<file path="src/rtl/rfa_pkg.sv">
// package for the rational fraction alu: types, opcodes, states
`default_nettype none
package rfa_pkg;
  localparam int unsigned WordBits = 32;

  typedef enum logic [3:0] {
    OP_ADD = 4'd0, OP_SUB = 4'd1, OP_MUL = 4'd2, OP_DIV = 4'd3, OP_RED = 4'd4,
    OP_EQ = 4'd5, OP_NE = 4'd6, OP_LT = 4'd7, OP_GT = 4'd8
  } opcode_e;

  typedef enum logic [3:0] {
    ST_IDLE, ST_MUL1, ST_MUL2, ST_COMB, ST_GCD, ST_DIVN, ST_DIVD, ST_DONE
  } state_e;

  typedef struct packed {
    logic [3:0]         opcode;
    logic signed [31:0] a_num;
    logic signed [31:0] a_den;
    logic signed [31:0] b_num;
    logic signed [31:0] b_den;
  } req_t;

  typedef struct packed {
    logic signed [31:0] res_num;
    logic signed [31:0] res_den;
    logic               cmp_true;
    logic               div_error;
  } res_t;
endpackage
`default_nettype wire

</file>
<file path="src/rtl/rational_fraction_alu.sv">
// rational fraction alu top level: sequencer around one shared multiplier and divide step
// channel | direction | handshake          | payload
// request | in        | start_i, busy_o    | req_i  (rfa_pkg::req_t)
// result  | out       | done_o (strobe)    | res_o  (rfa_pkg::res_t)
// sequence: add/sub/mul/div pass through MUL1, MUL2 and COMB on the shared multiplier, then DONE;
//   lt/gt go from MUL2 to DONE; eq/ne and unused opcodes go from IDLE straight to DONE
// reduce: binary gcd one step per cycle, then two restoring divisions of the numerator
//   and denominator magnitudes by the gcd in one shared subtract unit
// reset clears the sequencer to idle; payload registers hold no reset
// busy_o is high from acceptance until the strobe cycle ends; receiver cannot stall
`default_nettype none
module rational_fraction_alu (
  input  wire logic         clk_i,
  input  wire logic         rst_ni,
  input  wire logic         start_i,
  input  wire rfa_pkg::req_t req_i,
  output logic              busy_o,
  output logic              done_o,
  output rfa_pkg::res_t     res_o
);
  localparam int unsigned W = rfa_pkg::WordBits;

  rfa_pkg::state_e state_q, state_d;
  rfa_pkg::req_t   req_q;
  rfa_pkg::res_t   res_q, res_d;
  logic [W-1:0]    p1_q, p1_d;          // first cross product
  logic [W-1:0]    gx_q, gx_d, gy_q, gy_d; // gcd operands
  logic [5:0]      gk_q, gk_d;          // common power of two
  logic [W-1:0]    g_q, g_d;            // gcd
  logic [W-1:0]    quo_q, quo_d, rem_q, rem_d;
  logic [5:0]      cnt_q, cnt_d;
  logic            neg_q, neg_d;

  // shared multiplier operand selection
  logic [W-1:0] mx, my, mprod;
  logic [2*W-1:0] mfull;
  logic [W-1:0] an, ad, bn, bd;
  logic [W-1:0] abs_an, abs_ad;
  logic [W:0]   rsub;
  logic [W-1:0] rsh;

  assign an = req_q.a_num[W-1:0];
  assign ad = req_q.a_den[W-1:0];
  assign bn = req_q.b_num[W-1:0];
  assign bd = req_q.b_den[W-1:0];
  assign abs_an = an[W-1] ? (~an + 1'b1) : an;
  assign abs_ad = ad[W-1] ? (~ad + 1'b1) : ad;

  always_comb begin
    mx = an;
    my = bd;
    if (state_q == rfa_pkg::ST_MUL2) begin
      unique case (rfa_pkg::opcode_e'(req_q.opcode))
        rfa_pkg::OP_MUL: begin mx = an; my = bn; end
        rfa_pkg::OP_DIV: begin mx = ad; my = bn; end
        default:         begin mx = bn; my = ad; end
      endcase
    end else if (state_q == rfa_pkg::ST_COMB) begin
      mx = ad;
      my = bd;
    end
  end
  assign mfull = mx * my;
  assign mprod = mfull[W-1:0];

  // restoring divide step on the dividend magnitude
  logic [W-1:0] dvd;
  assign dvd = (state_q == rfa_pkg::ST_DIVN) ? abs_an : abs_ad;
  assign rsh = {rem_q[W-2:0], dvd[cnt_q[4:0]]};
  assign rsub = {1'b0, rsh} - {1'b0, g_q};

  always_comb begin
    state_d = state_q;
    unique case (state_q)
      rfa_pkg::ST_IDLE: if (start_i) begin
        priority case (req_i.opcode)
          4'(rfa_pkg::OP_RED):
            state_d = rfa_pkg::ST_GCD;
          4'(rfa_pkg::OP_ADD), 4'(rfa_pkg::OP_SUB), 4'(rfa_pkg::OP_MUL),
          4'(rfa_pkg::OP_DIV), 4'(rfa_pkg::OP_LT), 4'(rfa_pkg::OP_GT):
            state_d = rfa_pkg::ST_MUL1;
          default: state_d = rfa_pkg::ST_DONE;
        endcase
      end
      rfa_pkg::ST_MUL1: state_d = rfa_pkg::ST_MUL2;
      rfa_pkg::ST_MUL2: state_d = (req_q.opcode == 4'(rfa_pkg::OP_LT) ||
                                   req_q.opcode == 4'(rfa_pkg::OP_GT)) ?
                                  rfa_pkg::ST_DONE : rfa_pkg::ST_COMB;
      rfa_pkg::ST_COMB: state_d = rfa_pkg::ST_DONE;
      rfa_pkg::ST_GCD:  if (gx_q == '0 || gy_q == '0) state_d = rfa_pkg::ST_DIVN;
      rfa_pkg::ST_DIVN: if (cnt_q == '0) state_d = rfa_pkg::ST_DIVD;
      rfa_pkg::ST_DIVD: if (cnt_q == '0) state_d = rfa_pkg::ST_DONE;
      rfa_pkg::ST_DONE: state_d = rfa_pkg::ST_IDLE;
      default:          state_d = rfa_pkg::ST_IDLE;
    endcase
  end

  always_comb begin
    res_d = res_q;
    p1_d = p1_q;
    gx_d = gx_q; gy_d = gy_q; gk_d = gk_q; g_d = g_q;
    quo_d = quo_q; rem_d = rem_q; cnt_d = cnt_q; neg_d = neg_q;
    unique case (state_q)
      rfa_pkg::ST_IDLE: if (start_i) begin
        res_d = '0;
        gk_d = '0;
        cnt_d = 6'(W - 1);
        rem_d = '0;
        if (req_i.opcode == 4'(rfa_pkg::OP_EQ))
          res_d.cmp_true = (req_i.a_num[W-1:0] == req_i.b_num[W-1:0]) &&
                           (req_i.a_den[W-1:0] == req_i.b_den[W-1:0]);
        if (req_i.opcode == 4'(rfa_pkg::OP_NE))
          res_d.cmp_true = !((req_i.a_num[W-1:0] == req_i.b_num[W-1:0]) &&
                             (req_i.a_den[W-1:0] == req_i.b_den[W-1:0]));
        // gcd is forced to 1 when either part is zero
        if (req_i.a_num[W-1:0] == '0 || req_i.a_den[W-1:0] == '0) begin
          gx_d = W'(1); gy_d = '0;
        end else begin
          gx_d = req_i.a_num[W-1] ? (~req_i.a_num[W-1:0] + 1'b1) : req_i.a_num[W-1:0];
          gy_d = req_i.a_den[W-1] ? (~req_i.a_den[W-1:0] + 1'b1) : req_i.a_den[W-1:0];
        end
      end
      rfa_pkg::ST_MUL1: p1_d = mprod;
      rfa_pkg::ST_MUL2: begin
        unique case (rfa_pkg::opcode_e'(req_q.opcode))
          rfa_pkg::OP_LT: res_d.cmp_true = $signed(p1_q) < $signed(mprod);
          rfa_pkg::OP_GT: res_d.cmp_true = $signed(p1_q) > $signed(mprod);
          rfa_pkg::OP_ADD: res_d.res_num = 32'($signed(p1_q + mprod));
          rfa_pkg::OP_SUB: res_d.res_num = 32'($signed(p1_q - mprod));
          rfa_pkg::OP_MUL: res_d.res_num = 32'($signed(mprod));
          default: begin
            if (bn == '0) begin
              res_d.res_num = 32'($signed(bn));
              res_d.res_den = 32'($signed(bd));
              res_d.div_error = 1'b1;
            end else begin
              res_d.res_num = 32'($signed(p1_q));
              p1_d = mprod;
            end
          end
        endcase
      end
      rfa_pkg::ST_COMB: begin
        // a flagged divide keeps b's denominator
        if (req_q.opcode == 4'(rfa_pkg::OP_DIV)) begin
          if (!res_q.div_error) res_d.res_den = 32'($signed(p1_q));
        end else
          res_d.res_den = 32'($signed(mprod));
      end
      rfa_pkg::ST_GCD: begin
        // binary gcd: one step per cycle
        if (gx_q == '0) begin
          g_d = gy_q << gk_q;
          neg_d = an[W-1];
        end else if (gy_q == '0) begin
          g_d = gx_q << gk_q;
          neg_d = an[W-1];
        end else if (!gx_q[0] && !gy_q[0]) begin
          gx_d = gx_q >> 1; gy_d = gy_q >> 1; gk_d = gk_q + 6'd1;
        end else if (!gx_q[0]) gx_d = gx_q >> 1;
        else if (!gy_q[0]) gy_d = gy_q >> 1;
        else if (gx_q >= gy_q) gx_d = (gx_q - gy_q) >> 1;
        else gy_d = (gy_q - gx_q) >> 1;
      end
      rfa_pkg::ST_DIVN, rfa_pkg::ST_DIVD: begin
        if (!rsub[W]) begin
          rem_d = rsub[W-1:0];
          quo_d = {quo_q[W-2:0], 1'b1};
        end else begin
          rem_d = rsh;
          quo_d = {quo_q[W-2:0], 1'b0};
        end
        cnt_d = cnt_q - 6'd1;
        if (cnt_q == '0) begin
          cnt_d = 6'(W - 1);
          rem_d = '0;
          if (state_q == rfa_pkg::ST_DIVN) begin
            res_d.res_num = 32'($signed(neg_q ? (~quo_d + 1'b1) : quo_d));
            neg_d = ad[W-1];
          end else
            res_d.res_den = 32'($signed(neg_q ? (~quo_d + 1'b1) : quo_d));
        end
      end
      default: ;
    endcase
  end

  always_ff @(posedge clk_i or negedge rst_ni) begin
    if (!rst_ni) state_q <= rfa_pkg::ST_IDLE;
    else state_q <= state_d;
  end

  always_ff @(posedge clk_i) begin
    if (state_q == rfa_pkg::ST_IDLE && start_i) req_q <= req_i;
    res_q <= res_d; p1_q <= p1_d;
    gx_q <= gx_d; gy_q <= gy_d; gk_q <= gk_d; g_q <= g_d;
    quo_q <= quo_d; rem_q <= rem_d; cnt_q <= cnt_d; neg_q <= neg_d;
  end

  assign busy_o = (state_q != rfa_pkg::ST_IDLE);
  assign done_o = (state_q == rfa_pkg::ST_DONE);
  assign res_o  = res_q;

  a_done_busy: assert property (@(posedge clk_i) disable iff (!rst_ni)
    done_o |-> busy_o) else $error("strobe while idle");
  a_done_once: assert property (@(posedge clk_i) disable iff (!rst_ni)
    done_o |=> !done_o) else $error("double strobe");
  a_err_div: assert property (@(posedge clk_i) disable iff (!rst_ni)
    (done_o && res_o.div_error) |-> req_q.opcode == 4'(rfa_pkg::OP_DIV))
    else $error("error flag off divide");
endmodule
`default_nettype wire

</file>
<file path="config.mk">
export PLATFORM = sky130hd
export DESIGN_NAME = rational_fraction_alu
export DESIGN_NICKNAME = d
export VERILOG_FILES = /design/src/rtl/rfa_pkg.sv /design/src/rtl/rational_fraction_alu.sv
export SDC_FILE = /design/constraint.sdc
export NUM_CORES = 2
export LEC_CHECK = 0
export BUFFER_PORTS_ARGS = -buffer_cell sky130_fd_sc_hd__buf_2
export CORE_ASPECT_RATIO = 1.1
export CORE_MARGIN = 1.5
export CORE_UTILIZATION = 35
export DETAILED_ROUTE_END_ITERATION = 6
export PLACE_DENSITY = 0.61
export SETUP_SLACK_MARGIN = 0.3
export SYNTH_ARGS = -nofsm -noshare
export SYNTH_HDL_FRONTEND = slang
export SYNTH_SLANG_ARGS = --single-unit
</file>
<file path="constraint.sdc">
create_clock -name clk_i -period 12.7 [get_ports clk_i]
set_input_delay 0.635 -clock clk_i [delete_from_list [all_inputs] [get_ports clk_i]]
set_output_delay 0.635 -clock clk_i [all_outputs]
set_load 0.01 [all_outputs]
</file>
After elaboration in Yosys (flattened, before gate mapping)
Cells that the tools add are included.
- input port bits: 135
- bits in registers: 405
- output and inout port bits: 68
- logic and storage cells: 214
- mux-type cells: 80
- eq/ne operators: 43
- $mul: 1
- magnitude comparators: 4
- add/sub/neg operators: 12
- reduce and logical (&&, ||, !) cells: 46
- shifts and indexed selects: 2
- bitwise gates (word level): 5
- operator list (cell ; number):
    $mux W32 ; 38
    $pmux W32 S2 ; 4
    $pmux W32 S4 ; 2
    $add A32 B1 Y32 const B ; 5
    $logic_not A32 Y1 ; 5
    $not A32 Y32 ; 5
    $pmux W32 S3 ; 1
    $sub A32 B32 Y32 ; 3
    $mux W31 ; 3
    $mux W66 ; 1
    $eq A32 B32 Y1 ; 2
    $mux W64 ; 1
    $shl A32 B6 Y32 ; 2
    $pmux W31 S2 ; 1
    $eq A4 B3 Y1 const B ; 9
    $mux W6 ; 6
    $sub A32 B32 Y33 ; 1
    $add A32 B32 Y32 ; 1
    $ge A32 B32 Y1 ; 1
    $gt A32 B32 Y1 ; 1
    $lt A32 B32 Y1 ; 1
    $mul A32 B32 Y32 ; 1
    $pmux W4 S7 ; 1
    $ne A2 B2 Y1 const B ; 13
    other kinds (35) ; 85

Depth between registers and ports, before layout
- depth in word-level cells: 15
- gate-level depth with buffers: 46
- mapped depth without buffers: 41

Worst setup path before layout
OpenSTA, ideal clock, no wires.
- path kind: register to register
- start point: reg state_q[2]
- end point: reg res_q, in the netlist res_o[1], data pin
- cell stages (with the launch flop): 45
- setup slack: 2.328 ns
- path buffers: 7
- data required time: 12.431 ns
- library setup time: 0.269 ns
- clock period less this slack: 10.372 ns
- arrival time: 10.103 ns
- cells stage by stage: dfrtp_1 > or3b_4 > inv_2 > buf_4 > buf_4 > buf_2 > buf_1 > buf_1 > clkbuf_1 > nand2_1 > nand2_1 > nand2_1 > fa_1 > inv_1 > fa_1 > fa_1 > inv_1 > fa_1 > (+9 left out) > o21ai_0 > a311oi_1 > o21bai_1 > a21oi_1 > xor2_1 > ha_1 > clkbuf_1 > a21o_1 > a21oi_1 > nor2b_1 > o21ai_0 > nand2b_1 > a21oi_1 > o21bai_1 > a2111oi_0 > a21oi_1 > mux2i_1 > o21ai_0
- RTL lines (what ; line ; RTL):
    from (decl) ; rational_fraction_alu.sv:23 ; rfa_pkg::state_e state_q, state_d;
    from (signal assigned) ; rational_fraction_alu.sv:189 ; if (!rst_ni) state_q <= rfa_pkg::ST_IDLE;
    from (signal assigned) ; rational_fraction_alu.sv:190 ; else state_q <= state_d;
    to (signal assigned) ; rational_fraction_alu.sv:195 ; res_q <= res_d; p1_q <= p1_d;
    to (decl) ; rational_fraction_alu.sv:25 ; rfa_pkg::res_t res_q, res_d;

Worst setup path in the final report
- start point: reg state_q[1]
- end point: reg res_q, in the netlist res_o[63], data pin
- elaborated cells between the ends (all ways): 25
- classes of those cells: add/sub: 4; mul: 1; eq/ne: 4; mux: 13; bitwise: 1; reduce/logical: 2
- RTL lines (what ; line ; RTL):
    $eq A4 B2 Y1 ; rational_fraction_alu.sv:58 ; end else if (state_q == rfa_pkg::ST_COMB) begin
    $mux W32 ; rational_fraction_alu.sv:58 ;
    $mux W32 ; rational_fraction_alu.sv:52 ; if (state_q == rfa_pkg::ST_MUL2) begin
    $mul A32 B32 Y32 * ; rational_fraction_alu.sv:63 ; assign mfull = mx * my;
    named net mfull[22] ; rational_fraction_alu.sv:36 ; logic [2*W-1:0] mfull;
    $sub A32 B32 Y32 / $add A32 B32 Y32 (equally long branches) ; rational_fraction_alu.sv:129, rational_fraction_alu.sv:128 ;
    $pmux W32 S4 * ; rational_fraction_alu.sv:125 ; unique case (rfa_pkg::opcode_e'(req_q.opcode))
    $pmux W32 S3 * ; rational_fraction_alu.sv:103 ; unique case (state_q)
Mark *: on every way through the listed nets, which the timed path passes. The rest lies on a longest branch. The select of a mux whose other input is x is not followed.
A chain may end at the register's enable or synchronous reset.

==> flow_results.org <==
** Synth
- The netlist uses a little over 90 different library cells.
- Number of flops mapped to enable cells by yosys :: 401
- After synthesis, the share of flip-flops with an asynchronous set or reset is 0.00743.
- Yosys reg bits :: 404
- In the synthesized netlist the dominant register cell turns out to be edfxtp_1.
- Syn_nets :: a little over 6,000
- Cells after Synth :: between 5,000 and 6,000
- Averaged over all synthesized cells, the footprint is 9.02 sq um.
- Yosys Warn Count :: 0
- Sequential-to-total area share from yosys stat :: 0.256
- Cell area after synthesis :: approximately 47,000 sq um

** Timing
- PnR worst setup slack :: 0.830 ns
- Max-slew headroom at the worst pin :: 0.124
- Setup violations remaining at the end of the flow were counted as 0.
- In the finished design, the share of the clock period the worst path needs comes to 0.935.
- The number of pins with negative max-slew slack in the final report was 0.
- Sum Neg Setup Slack :: 0 ns
- Slew at the pin closest to its max-slew limit :: ~1.3 ns
- Setup repair after global routing left no endpoint under its margin.
- Timing would allow up to about 84 MHz.
- Min Clock Period, post-route :: between 10 and 15 ns
- The clock arrives with roughly 0.029 ns of skew.
- The number of hold violations in the final report is 0.

** Floorplanning
- In this run the vertical extent of the chip is 389 microns.
- In this run the count of I/O pins placed on the die edge is roughly 200.
- In this run the horizontal extent of the chip is between 300 and 400 microns.
- Die area :: ~140,000 sq um
- Core Area :: about 130,000 sq um
- After floorplanning, the core was divided into ~140 placement rows.
- Starting utilization of the core area :: 0.352

** Layout
- Net count of the finished layout :: just over 6,000
- Final Instance Count excl. Fillers :: 7,175
- For this run, the share of the core covered by cells in the final layout is 0.387.
- Most frequent standard cell in the layout excluding fill and tap cells :: inv_1
- Fill cells in the final layout number ~14,000.
- Compared with the post-synthesis result, the final layout area differs by 9.88%.
- Multi-input gate area in the final layout :: around 32,000 sq um
- In the final layout, flip-flops and latches occupy about 12,000 sq um.
- Most used cells in the layout excluding fill and tap cells :: inv_1 (601), nand2_1 (560), nor2_1 (524)
- Of the cells placed in the final design, the portion with a size suffix greater than 1 is 0.0909.

** Worst setup path
- The worst setup path is captured at a flop.
- Arrival time of data at the critical path endpoint :: roughly 12 ns
- The startpoint identified for the worst register-to-register timing path is state_q[1]$_DFFE_PN0P_.
- Worst flop-to-flop path endpoint :: res_o[63]$_SDFFCE_PN0P_
- Depth of the most critical reg-to-reg path :: 35
- Worst Setup Start Kind :: flop
- In this run the register-to-register setup slack is 0.83 ns.
- Maximum fanout count along the critical path :: 20
- Crit Path Class :: reg2reg
- Critical Path RT :: about 13 ns
- In this run the worst setup path terminates at res_o[63]$_SDFFCE_PN0P_.
- On the worst path, the slowest cell contributes a delay of around 1.1 ns.
- Tracing the worst setup path back leads to its startpoint at state_q[1]$_DFFE_PN0P_.
- Highest-delay cell along the critical path :: a21oi_2
- The most numerous cell type found on the critical path is fa_1.

** Clocking
- CTS built an H-tree with a depth of 2.
- Clock root buffer :: clkbuf_16
- Clock latency on the worst-skew pair :: about 0.63 ns
- Maximum buffer depth of the clock tree :: 3
- TritonCTS created 48 clock buffers.
- Clock net sink count :: around 400
- CTS clock-pin slew for the worst setup and hold paths :: approximately 0.07 ns
- TritonCTS built the clock tree.

** Placement
- Detailed placement ended at an HPWL of around 160,000 microns.
- At the end of routability-driven placement, the weighted congestion stood at a little over 1.
- OpenSTA, run right after detailed placement, puts the worst setup slack at 0.773 ns.
- IO buf count :: 202
- # placed instances :: slightly above 7,000

** Detailed routing
- Remaining antenna violation count after routing :: 0
- For this run, the detailed router's first-pass iteration total came to 6.
- The routed layout has around 42,000 vias.
- Detail-routed net length per standard cell :: ~27 microns
- DRC violation count after routing :: 0
- Dividing the detail-routed via count by the number of cells gives between 5 and 6.
- After the first detailed-routing iteration, the DRC count stood at approximately 5,400.
- Routed Wire Length :: slightly below 200,000 microns

** Global routing
- For this run, the total global-route usage over all layers was measured as 0.275.
- Met3 usage :: 0.0589
- The first global-routing pass estimated approximately 280,000 microns of wire.
- Total overflow reported by the global router :: 0
- Met2 routing resource usage after global routing :: 0.426
- The via count of the first global-routing pass came to around 41,000.
- For this run, global-route usage on met1 was measured as 0.351.
- The initial antenna violation count was 29.
- The layer flagged by global routing as most heavily used is met2.
- Largest net degree at the start of global routing :: 79

** Run
- The tool flagged a number of max-cap violations equal to 0.

** Outcome
- The run finished with clean final reports.

** Min path
- Classification of the worst-slack hold path :: in2reg
==> how the worst min path moves through the flow <==
stage | endpoint | depth (start not counted) | slack (ns) | startpoint
floorplan | state_q[0]$_DFFE_PN0P_ | 0 | 0.34 | rst_ni
global placement | state_q[1]$_DFFE_PN0P_ | 1 | 0.48 | rst_ni
detailed placement | state_q[1]$_DFFE_PN0P_ | 1 | 0.48 | rst_ni
CTS | bn[3]$_DFFE_PP_ | 1 | 0.18 | req_i[35]
global route | bn[8]$_DFFE_PP_ | 1 | 0.20 | req_i[40]
finish | bn[3]$_DFFE_PP_ | 1 | 0.20 | req_i[35]
==> Yosys cell counts (all sizes together) (67+ instances only) <==
| library cell | n | area (sq um) |
|---|---|---|
| fa | 413 | 8270 |
| nor2 | 527 | 1980 |
| mux2i | 90 | 901 |
| o221ai | 82 | 743 |
| inv | 608 | 2280 |
| a21o | 102 | 766 |
| nor3 | 67 | 335 |
| nand2 | 562 | 2110 |
| xor2 | 237 | 2080 |
| edfxtp | 401 | 12000 |
| xnor2 | 193 | 1690 |
| a21oi | 308 | 1550 |
| ha | 291 | 3640 |
| o21ai | 223 | 1130 |
| clkbuf | 194 | 728 |
==> state kept, by name, indices dropped and copies added (netlist names), 6 cells and up <==
| signal | cells |
|---|---|
| ad | 32 |
| an | 32 |
| bd | 32 |
| bn | 32 |
| cnt_q | 6 |
| g_q | 32 |
| gk_q | 6 |
| gx_q | 32 |
| gy_q | 32 |
| p1_q | 32 |
| quo_q | 31 |
| rem_q | 31 |
| res_o | 66 |
==> routing by layer <==
metal / part of all wire / up-vias
met4: 0.075 / 18
met2: 0.44 / 2672
li1: - / 18400
met3: 0.11 / 616
met5: 0.00063 / -
met1: 0.38 / 20700
==> metrics by stage <==
stage	cell area (sq um)	hold slack [ns]
after floorplan	47300	0.339
after global placement	50200	0.481
after detailed placement	50200	0.481
after CTS	51900	0.180
after global routing	52000	0.196
final	52000	0.200
==> critical path: cells and delay by family, from the launching register on <==
| kind | cells | cell delay, ns |
|---|---|---|
| adder cells (fa/ha/maj) | 10 | 4.24 |
| AO/OA/AOI/OAI | 12 | 3.65 |
| AND/OR/NAND/NOR | 8 | 2.09 |
| flip-flops | 1 | 0.65 |
| XOR/XNOR | 1 | 0.47 |
| buffers and inverters | 3 | 0.27 |
| multiplexers | 1 | 0.20 |
==> area by class of cell <==
| cell class | instances | area share |
|---|---|---|
| repair buffers | 295 | 0.0334 |
| diodes | 17 | 0.000818 |
| inverters | 612 | 0.0443 |
| clock buffers | 53 | 0.0235 |
| well taps | 1787 | 0.0430 |
| flip-flops and latches | 404 | 0.233 |
| clock inverters | 33 | 0.00799 |
| multi-input cells | 3974 | 0.614 |
==> repair_timing <==
item | 4_1_cts | 5_1_grt
setup buffers | 0 | 5
hold endpoints to repair | 3 | 0
hold buffers | 1 | 0
setup endpoints to repair | 0 | 5
gates resized for setup | 0 | 1
==> cells by family after synthesis <==
kind of cell	after synthesis	synth area share
DFF	404	0.256
muxes	112	0.0269
AOI/OAI and AO/OA	1170	0.166
and+or+nand+nor	1556	0.148
xor gates and xnor gates	431	0.0803
adders and majority gates	704	0.252
buffers and inverters	870	0.0711
Power is left out: the tool's default activity adds up to more than one toggle a clock period on the data nets, which glitch-free logic cannot reach.
